**src/rtl/gldp_peak_cmp.sv**
```systemverilog
// Strict local-maximum test of a window centre against its existing neighbours.
module gldp_peak_cmp #(
	parameter int HEIGHT_BITS = 16
) (
	input  logic signed [HEIGHT_BITS-1:0] left   [3],
	input  logic signed [HEIGHT_BITS-1:0] centre [3],
	input  logic signed [HEIGHT_BITS-1:0] right  [3],
	input  logic                          has_l,
	input  logic                          has_r,
	input  logic                          has_t,
	input  logic                          has_b,
	output logic                          is_peak
);

	logic signed [HEIGHT_BITS-1:0] v;

	assign v = centre[1];

	// Drop the candidate on any neighbour that is not strictly lower
	always_comb begin
		is_peak = 1'b1;
		if (has_t) begin
			if (!(v > centre[0])) is_peak = 1'b0;
			if (has_l && !(v > left[0])) is_peak = 1'b0;
			if (has_r && !(v > right[0])) is_peak = 1'b0;
		end
		if (has_l && !(v > left[1])) is_peak = 1'b0;
		if (has_r && !(v > right[1])) is_peak = 1'b0;
		if (has_b) begin
			if (!(v > centre[2])) is_peak = 1'b0;
			if (has_l && !(v > left[2])) is_peak = 1'b0;
			if (has_r && !(v > right[2])) is_peak = 1'b0;
		end
	end

endmodule

```
**config.mk**
```make
export PLATFORM = sky130hd
export DESIGN_NAME = gldp_peak_cmp
export DESIGN_NICKNAME = d
export VERILOG_FILES = /design/src/rtl/gldp_peak_cmp.sv
export SDC_FILE = /design/constraint.sdc
export NUM_CORES = 1
export LEC_CHECK = 0
export BUFFER_PORTS_ARGS = -buffer_cell sky130_fd_sc_hd__buf_2
export CAP_MARGIN = 30
export CORE_AREA = 2 2 91 101
export DETAILED_ROUTE_END_ITERATION = 7
export DIE_AREA = 0 0 93 103
export GPL_TIMING_DRIVEN = 0
export PLACE_DENSITY = 0.77
export SETUP_SLACK_MARGIN = 0.5
export SYNTH_ARGS = -nofsm -noshare
export SYNTH_HDL_FRONTEND = slang
export SYNTH_SLANG_ARGS = --single-unit
```
**constraint.sdc**
```tcl
create_clock -name vclk -period 2.9
set_clock_uncertainty 0.2 [all_clocks]
set_input_delay 0.29 -clock vclk [all_inputs]
set_output_delay 0.29 -clock vclk [all_outputs]
set_load 0.05 [all_outputs]
```
## Yosys cells after proc, flatten, opt, wreduce, memory -nomap -nowiden

Cells that the tools add are included.

| storage, ports and cells | value |
|---|---|
| flip-flop bits (word level) | 0 |
| input bits | 148 |
| output and inout port bits | 1 |
| word-level logic and storage cells | 30 |

| operators by class | value |
|---|---|
| magnitude comparators | 8 |
| muxes and demuxes | 10 |
| reductions and logical operators | 12 |

Operators with widths:

| cell | number |
|---|---|
| 16-bit > comparator | 8 |
| 1-bit two-way mux | 10 |
| 1-bit logical AND | 6 |
| 1-bit zero test | 6 |

## Logic depth before layout (Yosys ltp)

| depth | value |
|---|---|
| depth in word-level cells | 12 |
| gate-level depth with buffers | 9 |
| gate-level depth less buffers | 9 |

## Worst setup path before layout

OpenSTA, ideal clock, no wires.

| path | value |
|---|---|
| path kind | input -> output |
| from | input right[13] (netlist bit) |
| to | output is_peak |
| arrival | 2.782 ns |
| required time | 2.410 ns |
| slack | -0.372 ns |
| stages on the path | 9 |
| path buffers | 0 |
| cells stage by stage | inv_1 ha_1 nand3_1 or4_4 a21oi_2 a2111oi_1 a21oi_2 o221ai_2 a2111oi_2 |

| on the way | value |
|---|---|
| word-level cells in the longest chain between the ends | 5 |

RTL lines:

| what | RTL line | text |
|---|---|---|
| start: declaration | 7 | `input logic signed [HEIGHT_BITS-1:0] right [3],` |
| 16-bit > comparator | 32 | `if (has_r && !(v > right[2])) is_peak = 1'b0;` |
| 1-bit zero test | 32 |  |
| 1-bit logical AND | 32 |  |
| 1-bit two-way mux | 32 |  |
| 1-bit two-way mux | 29 | `if (has_b) begin` |
| end: declaration | 12 | `output logic is_peak` |

No other way between the ends.

## Worst setup path in the final report

| path | value |
|---|---|
| from | input centre[29] (netlist bit) |
| to | output is_peak |

| on the way | value |
|---|---|
| word-level cells in the longest chain between the ends | 12 |
| elaborated cells on any way between the ends | 30 |
| those cells by class | order compare (8); mux (10); reduce/logical (12) |

RTL lines:

| what | RTL line | text |
|---|---|---|
| start: declaration | 6 | `input logic signed [HEIGHT_BITS-1:0] centre [3],` |
| 16-bit > comparator | 24 | `if (has_l && !(v > left[0])) is_peak = 1'b0;` |
| 1-bit zero test | 24 |  |
| 1-bit logical AND | 24 |  |
| 1-bit two-way mux | 24 |  |
| 1-bit two-way mux | 25 | `if (has_r && !(v > right[0])) is_peak = 1'b0;` |
| 1-bit two-way mux | 22 | `if (has_t) begin` |
| 1-bit two-way mux | 27 | `if (has_l && !(v > left[1])) is_peak = 1'b0;` |
| 1-bit two-way mux | 28 | `if (has_r && !(v > right[1])) is_peak = 1'b0;` |
| 1-bit two-way mux | 30 | `if (!(v > centre[2])) is_peak = 1'b0;` |
| 1-bit two-way mux | 31 | `if (has_l && !(v > left[2])) is_peak = 1'b0;` |
| 1-bit two-way mux | 32 |  |
| 1-bit two-way mux * | 29 |  |

Every way passes the cells marked *; elsewhere a longest branch is shown, timed or not.

==> summary.txt <==
Status
  – Outcome: complete, but fails checks
  – Violated checks: negative setup slack

Synthesis
  – Cell Area, Synth: 0.00333 sq mm
  – Top-area cell type share of the netlist area: 0.480
  – Netlist cell types: 45
  – Register area share after synthesis: 0
  – Syn Area/Cell: 7.23 sq um
  – Syn nets: 737
  – Synthesis Warnings: 0
  – Synth top area cells: ha_1, inv_1, a21oi_1
  – Cell taking the most area after synthesis: ha_1
  – Synth Instances: 461

Power and ir drop
  – NetSw: 0.352 mW
  – Logic gate share of total power: 1.000
  – Clock power share: 0
  – Sequential power share: 0
  – PnR Total Power: 0.676 mW
  – Int Power: 0.324 mW
  – LEAKAGE: 2.73 nW
  – Peak supply drop: 0.0587 mV
  – Sw Share: 0.521
  – Power per cell area: 142 mW/mm^2

Die
  – DIE HEIGHT: 103 um
  – Total die area: 0.00958 sq mm
  – Rows: 36
  – Die width: 93 um
  – Starting Density: 0.386
  – I/O Pins: 149
  – Core area: 0.00865 sq mm

Global routing
  – Global-route wire length before repair: 17.3 mm
  – GRT Util Overall: 0.223
  – Largest net degree at the start of global routing: 9
  – Vias in the first global route: 3966
  – Congestion Overflow GR: 0
  – Initial antenna violation count: 0

Critical path
  – Cell Chain, Critical Path: buf_4 -> ha_4 -> nand4_4 -> o221a_4 -> o31ai_1 -> a21oi_1 -> o41ai_2 -> a41oi_4 -> a2111oi_4 -> buf_6
  – Setup Crit Path Kind: input pin to primary output
  – Endpoint class of the critical path: primary output
  – Slowest cell on the critical path: o41ai_2
  – Cell family with most CP delay: compound AO/OA/AOI/OAI gates
  – CP required: 2.41 ns
  – Critical Path Max Stage Delay: 0.46 ns
  – Critical Path AT: 2.58 ns
  – CP max FO: 8
  – Nature of the critical path startpoint: input pin
  – Buf/Inv on CP: 2

Final layout
  – Sequential standard cell area: 0 sq um
  – Nets: 891
  – Commonest non-fill, non-tap cell in the layout: buf_2
  – CLK BUF: 0
  – Commonest cells after routing, fill and taps aside: buf_2, inv_1, ha_1
  – Final Core Density: 0.550
  – Post-route cell area: 0.00476 sq mm
  – Share of layout cells above drive strength 1: 0.326
  – P&R area growth vs syn: 42.7%
  – Sequential cell count: 0
  – Filler cell count: 844

Detailed routing
  – Detailed Route WL: 11.0 mm
  – Post-DR wirelength/cell: 15.2 um
  – First-pass iteration count of the detailed router: 4
  – Total number of vias: 3786
  – DR vias/cell: 5.20
  – DRC viols: 0
  – 1st-iter DRT viols: 87
  – Final antenna-violating net count: 0

Placement
  – Placed instance area: 0.00440 sq mm
  – Placer Congestion: 0.870
  – Post-DP HPWL: 9.17 mm
  – Dpl ws: -0.400 ns
  – # port buffers: 149

Timing
  – Final hold violation count: 0
  – Worst-Margin Slew: 0.524 ns
  – RSZ-0062 raised after global routing: true
  – Setup_tns: -0.171 ns
  – Period utilisation layout: 1.06
  – # setup viols final: 1
  – Slew Limit Fails: 0
  – Post-route worst setup slack: -0.171 ns
  – Final worst path period need: 3.07 ns
  – Slew HR: 0.642
  – Fmax: 326 MHz

Hold path
  – Hold Path Class: input pin to primary output

Job
  – Number of maximum-capacitance violations: 0

Clocking
  – CTS Hold Bufs: 0
-- power groups by stage --
stage	logic [mW]	registers [mW]	clock network, mW
after floorplan	0.359	0	0
final	0.676	0	0.0000000463
after global placement	0.561	0	0
after global routing	0.766	0	0
after detailed placement	0.597	0	0
after CTS	0.661	0	0
-- worst min-delay path: cells and delay by family --
| kind | cells | cell delay [ns] |
|---|---|---|
| AOI/OAI and AO/OA | 1 | 0.08 |
| buffers and inverters | 2 | 0.27 |
-- cells in the mapped netlist, drive strengths merged (2+ instances only) --
cell and n:
nand2b 2, or2 2, and3 2, o221ai 5, a31oi 3, nand4 18, nor4 2, nand2 22
inv 131, nor3 4, a211oi 6, nand3 10, o21a 2, o21ai 14, a21boi 2, or4 2
o22ai 2, nor2b 11, ha 128, o211ai 6, a21oi 35, a2111oi 8, nor2 15, and4 3
o21bai 3, a21o 11
-- cell type report --
class	instances	area, sq um	share of cell area
Multi-Input combinational cell	330	3210	0.676
Timing Repair Buffer	152	882	0.185
Inverter	131	517	0.109
Tap cell	114	143	0.0300
Antenna cell	1	2.50	0.000526
-- cell families (layout without fill, tap and decap cells) --
family,Yosys count,in the layout,synth area share
and+or+nand+nor,95,95,0.152
adders and majority gates,128,128,0.480
buffers and inverters,131,283,0.147
AOI/OAI and AO/OA,106,106,0.217
other,0,1,0
muxes,1,1,0.00338
-- final timing paths --
| check | from | endpoint | slack, ns | cells past startpoint |
|---|---|---|---|---|
| min | has_r | is_peak | 0.74 | 3 |
| max | centre[29] | is_peak | -0.17 | 10 |
-- per-stage QoR --
step	hold slack, ns	std cells
floorplan	0.505	461
global placement	0.802	724
CTS	0.753	727
global route	0.747	727
finish	0.739	728
detailed placement	0.808	724
-- metal layers --
| metal | track usage | up-vias | part of all wire |
|---|---|---|---|
| met5 | 0 | - | 0 |
| met4 | 0.0690 | 0 | 0.025 |
| met3 | 0.0183 | 24 | 0.043 |
| met2 | 0.449 | 118 | 0.52 |
| met1 | 0.247 | 1713 | 0.41 |
| li1 | - | 1931 | - |
-- timing repair --
action	in CTS	in global routing
setup endpoints to repair	1	1
gates resized for setup	53	5
buffers inserted	3	0
pin swaps	14	1
Note: power is estimated with default switching activity, not from simulation.
