==> config.mk <==
export PLATFORM = sky130hd
export DESIGN_NAME = gldp_res_queue
export DESIGN_NICKNAME = d
export VERILOG_FILES = /design/src/rtl/gldp_pkg.sv /design/src/rtl/gldp_res_queue.sv
export SDC_FILE = /design/constraint.sdc
export NUM_CORES = 1
export LEC_CHECK = 0
export BUFFER_PORTS_ARGS = -buffer_cell sky130_fd_sc_hd__clkbuf_2
export CAP_MARGIN = 20
export CELL_PAD_IN_SITES_DETAIL_PLACEMENT = 1
export CELL_PAD_IN_SITES_GLOBAL_PLACEMENT = 1
export CORE_MARGIN = 4
export CORE_UTILIZATION = 45
export DETAILED_ROUTE_END_ITERATION = 10
export GPL_TIMING_DRIVEN = 0
export PLACE_DENSITY_LB_ADDON = 0.05
export SLEW_MARGIN = 10
export SYNTH_ARGS = -nofsm -noshare
export SYNTH_HDL_FRONTEND = slang
export SYNTH_SLANG_ARGS = --single-unit
==> constraint.sdc <==
create_clock -name clk -period 4.58 [get_ports clk]
set_input_delay 1.145 -clock clk [delete_from_list [all_inputs] [get_ports clk]]
set_output_delay 1.145 -clock clk [all_outputs]
set_load 0.005 [all_outputs]
==> src/rtl/gldp_pkg.sv <==
// Shared constants and the result word type of the grid local peak detector.
package gldp_pkg;

	// Defaults for the top-level parameters
	localparam int MAX_COLS_DEF    = 1024;
	localparam int MAX_ROWS_DEF    = 1024;
	localparam int HEIGHT_BITS_DEF = 16;

	// Width of the grid size registers and of the coordinate fields
	localparam int DIM_W    = 11;
	// Grid size after reset
	localparam int GRID_RST = 1024;

	// Result queue: depth (power of two) and most results one cell can cause
	localparam int QUEUE_DEPTH  = 16;
	localparam int RES_PER_ITEM = 3;

	// One result word
	typedef struct packed {
		logic             kind;
		logic [DIM_W-1:0] row;
		logic [DIM_W-1:0] col;
		logic             none_found;
		logic             last;
	} gldp_res_t;

endpackage

==> src/rtl/gldp_res_queue.sv <==
// Result queue taking up to three words per cycle and giving at most one.
module gldp_res_queue
	import gldp_pkg::*;
(
	input  logic                               clk,
	input  logic                               arst_n,
	input  logic [1:0]                         push_cnt,
	input  gldp_res_t                          push_data [RES_PER_ITEM],
	input  logic                               pop,
	output gldp_res_t                          head,
	output logic [$clog2(QUEUE_DEPTH+1)-1:0]   level
);

	localparam int PTR_W = $clog2(QUEUE_DEPTH);
	localparam int LVL_W = $clog2(QUEUE_DEPTH + 1);

	gldp_res_t        mem [QUEUE_DEPTH];
	logic [PTR_W-1:0] wr_ptr_q;
	logic [PTR_W-1:0] rd_ptr_q;
	logic [LVL_W-1:0] level_q;

	// Store the new words at consecutive slots
	always_ff @(posedge clk) begin
		for (int i = 0; i < RES_PER_ITEM; i++) begin
			if (i < int'(push_cnt)) begin
				mem[wr_ptr_q + PTR_W'(i)] <= push_data[i];
			end
		end
	end

	// Advance pointers and fill level
	always_ff @(posedge clk or negedge arst_n) begin
		if (!arst_n) begin
			wr_ptr_q <= '0;
			rd_ptr_q <= '0;
			level_q  <= '0;
		end else begin
			wr_ptr_q <= wr_ptr_q + PTR_W'(push_cnt);
			if (pop) begin
				rd_ptr_q <= rd_ptr_q + PTR_W'(1);
			end
			level_q <= level_q + LVL_W'(push_cnt) - LVL_W'(pop);
		end
	end

	assign head  = mem[rd_ptr_q];
	assign level = level_q;

endmodule

# After elaboration in Yosys (flattened, before gate mapping)
# Memory sizes are Yosys's and may differ from the RTL's.
# Cells that the tools add are included.
dict set report op_classes {
  magnitude_cmp 3
  addsub 6
  mux 6
}
# cell count
set op_table {}
lappend op_table {{$add 4x1->4 const B} 2}
lappend op_table {{$mux 1} 6}
lappend op_table {{$add 5x2->5} 1}
lappend op_table {{$sub 5x1->5} 1}
lappend op_table {{$add 4x2->4} 1}
lappend op_table {{$add 4x2->4 const B} 1}
lappend op_table {{$lt 1x2->1 const A} 2}
lappend op_table {{$lt 2x2->1 const A} 1}
dict set report totals {
  input_bits 80
  mem_bits_rw 400
  output_inout_bits 30
  word_cells 19
  memories 1
  regBits 13
}
# memory depth word_bits read_ports rd_clocked_by_memory_dff wr line_no
set memory_table {}
lappend memory_table {mem 16 25 1 0 3 gldp_res_queue.sv:17} ;# gldp_res_t mem [QUEUE_DEPTH];

# Depth between registers and ports, before layout
# Gate-level depths: netlist of run 1.
dict set report logic_depth {
  depth_word 3
  mapped_depth 10
  ltp_nobuf 10
}

# Worst setup path before layout of run 1
# OpenSTA, ideal clock, no wires.
dict set report synth_timing {
  path_type {in2reg}
  start {input push_cnt[1]}
  end {memory mem[12][0] in the netlist's numbering (enable)}
  required_ns 4.084
  path_buffers 2
  arrival_time_ns 4.666
  setup_time_ns 0.496
  cell_stages 4
  slack_ns -0.581
  path_cell_list {buf_2 clkbuf_1 nor2_1 o311ai_0}
}
# element line_no
set synth_lines {}
lappend synth_lines {{start, declared} gldp_res_queue.sv:7} ;# input logic [1:0] push_cnt,
lappend synth_lines {{end, declared} gldp_res_queue.sv:17}

==> results of run 1 <==
[path summary, 6_finish.rpt]
kind,from,endpoint,slack (ns),cells after the start
max in group asynchronous,arst_n,wr_ptr_q[1]$_DFF_PN0_,3.80,1
max,wr_ptr_q[1]$_DFF_PN0_,mem[6][8]$_DFFE_PP_,0.06,7
max reg2reg,wr_ptr_q[1]$_DFF_PN0_,mem[6][8]$_DFFE_PP_,0.06,7
min reg2reg,wr_ptr_q[0]$_DFF_PN0_,wr_ptr_q[0]$_DFF_PN0_,0.55,1
min in group clk,wr_ptr_q[0]$_DFF_PN0_,wr_ptr_q[0]$_DFF_PN0_,0.55,1
min,arst_n,level[0]$_DFF_PN0_,0.47,1
[kinds of logic (layout without fill, tap and decap cells)]
logic type / after synthesis / after routing / synth area share (%)
flip-flops: 413 / 413 / 50.0
buffers and inverters: 326 / 506 / 5.10
AND/OR/NAND/NOR: 636 / 636 / 10.8
XOR/XNOR: 13 / 13 / 0.523
multiplexers: 101 / 101 / 9.18
AO/OA/AOI/OAI: 875 / 875 / 23.7
adder cells (fa/ha/maj): 12 / 12 / 0.670
[worst max-delay path, cell delays in order, from the launching register on]
cell and delay [ns]:
dfrtp_1 0.53, ha_1 0.38, xnor2_2 0.51, buf_2 0.35, nand3_1 0.73, clkbuf_1 0.58, nand3b_1 0.83, buf_8 0.27
[flip-flops by register name (all words and copies together), names as in the netlist]
register	count
level	5
mem	400
rd_ptr_q	4
wr_ptr_q	4
[area by class of cell]
class / count / area share, %
plain buffers: 314 / 4.36
clock buffers: 59 / 4.55
clock inverters: 25 / 0.971
inverters: 12 / 0.160
multi-input cells: 1637 / 39.6
flip-flops and latches: 413 / 43.7
well taps: 696 / 3.09
repair buffers: 96 / 3.49
[stage by stage]
step,utilization (%),instance area [µm²],std cells,TNS (ns)
6_report,52.2,28200,3252,0
5_1_grt,52.2,28200,3252,0
4_1_cts,52.1,28200,3248,0
3_5_place_dp,49.2,26600,3164,-1.20
3_3_place_gp,47.8,25800,3131,-758.87
2_1_floorplan,-,24700,2376,0
[Yosys cell counts (all sizes together), types with 5 or more instances]
master	count
edfxtp	400
nand2	314
o21ai	255
a22oi	250
clkbuf	235
nor2	210
a2bb2oi	204
a21oi	153
mux4	100
buf	79
nand3	65
dfrtp	13
inv	12
ha	10
nand3b	10
xnor2	9
nor4	8
nand4	7
nor2b	7
nand2b	5
[per-layer routing]
| layer | wire, µm | GRT usage [%] |
|---|---|---|
| met5 | 0 | 0 |
| met4 | 10900 | 28.2 |
| met3 | 20600 | 15.1 |
| met2 | 56400 | 64.3 |
| met1 | 48300 | 58.9 |
[what timing repair did]
action                     CTS  global route
setup endpoints to repair   12            18
hold endpoints to repair     0             0
pin swaps                    0             0
resized for setup            7            11
cloned                       0             0
[power groups by stage]
| stage | combinational, mW | sequential (mW) | clock, mW |
|---|---|---|---|
| 4_1_cts | 11.2 | 5.89 | 3.97 |
| 2_1_floorplan | 5.97 | 5.85 | 0 |
| 3_5_place_dp | 11.1 | 5.96 | 0 |
| 6_report | 11.8 | 5.90 | 4.00 |
| 5_1_grt | 11.8 | 5.96 | 4.14 |
| 3_3_place_gp | 10.4 | 6.06 | 0 |
[cell usage in the layout, fill, tap and decap left out, types with 8 or more instances in the layout]
cell       count
nand3b_1      10
clkinv_2      10
ha_1          10
inv_1         12
clkbuf_2      68
xnor2_1        8
edfxtp_1     400
o21ai_1       83
nand2_1      314
buf_1         53
clkbuf_1     234
a21oi_1      153
buf_2         23
o21ai_0      168
mux4_2       100
buf_8         16
buf_16        11
a2bb2oi_1    201
nor2_1       210
a22oi_1      250
dfrtp_1       13
nand3_1       60
clkbuf_16     49
nor4_2         8
==> flow_summary.json, run 1 <==
{
  "final_nets": 2615,
  "setup_slack_ns": 0.0613,
  "wl_per_cell_um": 41.9,
  "ys_types": 41,
  "holdWs_ns": 0.471,
  "place.port_buffers": 59,
  "yosysWarnings": 0,
  "crit_path_start_kind": "flip-flop",
  "cts_sinks": 413,
  "pwr_density_cell_nw_per_um2": 771,
  "regArea_um2": 12300,
  "die_w_um": 242,
  "die_h_um": 242,
  "switching_share_pct": 46.1,
  "post-dp-hpwl_mm": 93.9,
  "antenna_found_initial": 0,
  "arrival_ns": 4.81,
  "max_cap_viol_count": 0,
  "drt_iter0_drc": 4379,
  "grt_pass1_vias": 23970,
  "synth_nets": 2468,
  "power_leakage_nw": 9.40,
  "tightest_slew_ns": 1.36,
  "yosysSeqAreaShare_pct": 50.0,
  "first_pass_iters": 6,
  "drc": 0,
  "start_util_pct": 45.6,
  "path_max_fanout": 10,
  "cts_hold_buf": 0,
  "hold_path.class": "in2async",
  "grt_max_degree": 16,
  "multi_input_area_um2": 11200,
  "worstPathRequired_ns": 4.88,
  "seqPwrFrac_pct": 27.1,
  "avgSynthCellArea_um2": 10.4,
  "grt-ovfl-total": 0,
  "fmax_ghz": 0.221,
  "place_congestion": 1.03,
  "die-area_um2": 58600,
  "syn_to_final_growth_pct": 14.4,
  "clk_latency_ns": 0.61,
  "hold_viol_final": 0,
  "yosys.area.top_type_share_pct": 48.7,
  "clk_pin_slew_ns": 0.06,
  "numCtsBuffers": 49,
  "clk_root_buffer_cell": "clkbuf_16",
  "vias": 24361,
  "synthArstFlopShare_pct": 3.15,
  "vias_per_cell": 7.49,
  "yosysTopAreaCell": "edfxtp_1",
  "criticalPathCategory": "reg2reg",
  "grt_setup_unrepaired": "no",
  "cts_tree": "built",
  "synth_edf_count": 400,
  "grt.total_usage_pct": 44.9,
  "endpoint_kind": "flip-flop",
  "preCtsSetupSlack_ns": -0.0450,
  "min_period_over_period_pct": 98.7,
  "period_needed_ns": 4.52,
  "cts_setup_buffers": 0,
  "clk_path_buf_depth": 3,
  "clockPowerShare_pct": 18.4,
  "combPwrFrac_pct": 54.5,
  "setup_viol": 0,
  "wirelength_mm": 136,
  "coreArea_um2": 54000,
  "antenna_cells": 0,
  "num_rows": 85,
  "ys_top_cells_by_area": "edfxtp_1 (49%), mux4_2 (9.1%), a22oi_1 (7.6%), a2bb2oi_1 (7.1%), nand2_1 (4.8%)",
  "pin_count": 110,
  "vdd_drop_max_mv": 0.467,
  "drive_above_1_share_pct": 13.0,
  "slew_viol_final": 0,
  "slew_headroom_pct": 9.49,
  "fin_skew_ns": 0.0132,
  "intPower_mw": 11.7,
  "h-tree-depth": 2,
  "p_switching_mw": 10.0,
  "yosys_register_bits": 413,
  "synthCells": 2376,
  "n_fill_cell": 5904,
  "ant_nets": 0,
  "grt_pass1_wl_mm": 185,
  "syn_area_um2": 24700,
  "synthFlopType": "edfxtp_1",
  "status": "complete, no violations",
  "total_power_mw": 21.7
}
No activity file was read; power rests on OpenSTA's default activity.
==> run 2: changes to the inputs <==
==> constraint.sdc (replaced) <==
create_clock -name clk -period 4.58 [get_ports clk]
set_input_delay 0.916 -clock clk [delete_from_list [all_inputs] [get_ports clk]]
set_output_delay 0.916 -clock clk [all_outputs]
set_load 0.005 [all_outputs]
==> flow_summary.json, run 2 (synthesized netlist as in run 1, its figures left out) <==
{
  "place_congestion": 1.03,
  "p_switching_mw": 10.0,
  "grt.total_usage_pct": 44.9,
  "reg2reg_to": "mem[6][8]$_DFFE_PP_",
  "regMostFlops": "mem",
  "grt_pass1_vias": 24001,
  "pwr_density_cell_nw_per_um2": 770,
  "tightest_slew_ns": 1.33,
  "arrival_ns": 3.68,
  "cts_sinks": 413,
  "period_needed_ns": 4.59,
  "wirelength_mm": 136,
  "die_w_um": 242,
  "endpoint_kind": "output pin",
  "start_util_pct": 45.6,
  "power_leakage_nw": 9.37,
  "intPower_mw": 11.7,
  "rr_startpoint": "wr_ptr_q[1]$_DFF_PN0_",
  "clk_root_buffer_cell": "clkbuf_16",
  "hold_viol_final": 0,
  "cp_top_family": "buffers and inverters",
  "worstPathCellList": "clkbuf_1 > clkbuf_4 > mux4_2 > a22oi_1 > nand2_1 > clkbuf_2",
  "final_cells": 3253,
  "regToRegSetupSlack_ns": 0.08,
  "grt-ovfl-total": 0,
  "cts_setup_buffers": 0,
  "vias": 24197,
  "criticalPathCategory": "reg2out",
  "dp.cells": 3164,
  "num_rows": 85,
  "pin_count": 110,
  "h-tree-depth": 2,
  "grt_pass1_wl_mm": 185,
  "critPathBufInv": 3,
  "vdd_drop_max_mv": 0.463,
  "syn_to_final_growth_pct": 14.4,
  "min_period_over_period_pct": 100,
  "clockPowerShare_pct": 18.5,
  "wl_per_cell_um": 41.8,
  "grt_setup_unrepaired": "no",
  "place.port_buffers": 59,
  "fin_util_pct": 52.2,
  "max_cap_viol_count": 0,
  "slew_headroom_pct": 11.5,
  "die-area_um2": 58600,
  "fmax_ghz": 0.218,
  "mostFrequentLayoutCell": "edfxtp_1",
  "first_pass_iters": 6,
  "combPwrFrac_pct": 54.3,
  "cts_repair_resize_count": 0,
  "crit_path_start_kind": "flip-flop",
  "drc": 0,
  "violations": "setup timing",
  "numCtsBuffers": 49,
  "hold_path.class": "in2async",
  "coreArea_um2": 54000,
  "drt_iter0_drc": 4237,
  "ant_nets": 0,
  "final_cell_mix": "edfxtp_1 (400), nand2_1 (314), a22oi_1 (250)",
  "cts_hold_buf": 0,
  "die_h_um": 242,
  "r2r_cells": 7,
  "path_max_fanout": 10,
  "post-dp-hpwl_mm": 93.9,
  "grt_max_degree": 16,
  "switching_share_pct": 46.0,
  "setup_slack_ns": -0.0143,
  "antenna_found_initial": 0,
  "final_nets": 2615,
  "clk_latency_ns": 0.61,
  "cpPeakStageDelay_ns": 0.68,
  "cp_slowest_cell": "clkbuf_1",
  "slew_viol_final": 0,
  "worstPathRequired_ns": 3.66,
  "fin_skew_ns": 0.0160,
  "largest_register_ffs": 400,
  "cts_tree": "built",
  "clk_path_buf_depth": 3,
  "cp.depth": 6,
  "setup_viol": 3,
  "drive_above_1_share_pct": 12.7,
  "status": "finished, violations left",
  "seqPwrFrac_pct": 27.2,
  "clk_pin_slew_ns": 0.06,
  "vias_per_cell": 7.44
}
==> run 2: cell count changes in the layout (fill, tap and decap cells not counted) <==
cell,before,now
clkbuf_1,234,243
clkbuf_2,68,59
buf_4,3,1
buf_2,23,24
clkbuf_4,0,1
diode_2,0,1
==> run 2: worst max path at each step <==
stage / startpoint / slack, ns / to
floorplan: push_cnt[1] / 0.62 / mem[13][0]$_DFFE_PP_
global placement: push_cnt[1] / -3.75 / mem[12][18]$_DFFE_PP_
detailed placement: push_cnt[1] / 0.18 / mem[2][19]$_DFFE_PP_
CTS: rd_ptr_q[0]$_DFFE_PN0P_ / 0.09 / head[5]
global route: rd_ptr_q[0]$_DFFE_PN0P_ / 0.03 / head[5]
finish: rd_ptr_q[0]$_DFFE_PN0P_ / -0.01 / head[5]
==> run 2: stage by stage <==
stage	power [mW]	hold slack (ns)	instance area (µm²)	TNS (ns)	setup slack, ns
3_5_place_dp	17.1	0.536	26600	0	0.184
2_1_floorplan	11.8	0.487	24700	0	0.620
5_1_grt	21.9	0.273	28200	0	0.0306
3_3_place_gp	16.4	0.521	25800	-667.27	-3.75
6_report	21.7	0.245	28200	-0.0314	-0.0143
4_1_cts	21.0	0.241	28100	0	0.0873
==> run 2: area by class of cell <==
class	count	area [µm²]
Fill cell	5903	25800
Buffer	314	1220
Multi-Input combinational cell	1637	11200
Clock buffer	59	1280
Inverter	12	45.0
Antenna cell	1	2.50
Timing Repair Buffer	96	986
Clock inverter	25	274
Tap cell	696	871
Sequential cell	413	12300
==> run 2: per-layer routing <==
layer / wire length [µm] / share of wire [%] / global-route usage [%]
met5: 0 / 0 / 0
met4: 10500 / 7.7 / 27.8
met3: 19800 / 15 / 15.0
met2: 56600 / 42 / 64.4
met1: 49100 / 36 / 58.9
==> run 2: power groups by stage <==
stage	Combinational, mW	Sequential [mW]	Clock (mW)
global placement	10.4	6.06	0
finish	11.8	5.90	4.01
CTS	11.2	5.89	3.97
detailed placement	11.1	5.96	0
global route	11.8	5.96	4.14
floorplan	5.97	5.85	0
==> run 2: worst reg2reg max path: cells and delay by family, from the launching register on <==
kind	cells	cell delay, ns
buffers and inverters	3	1.20
and+or+nand+nor	2	1.56
xor gates and xnor gates	1	0.51
DFF	1	0.52
adders and majority gates	1	0.38
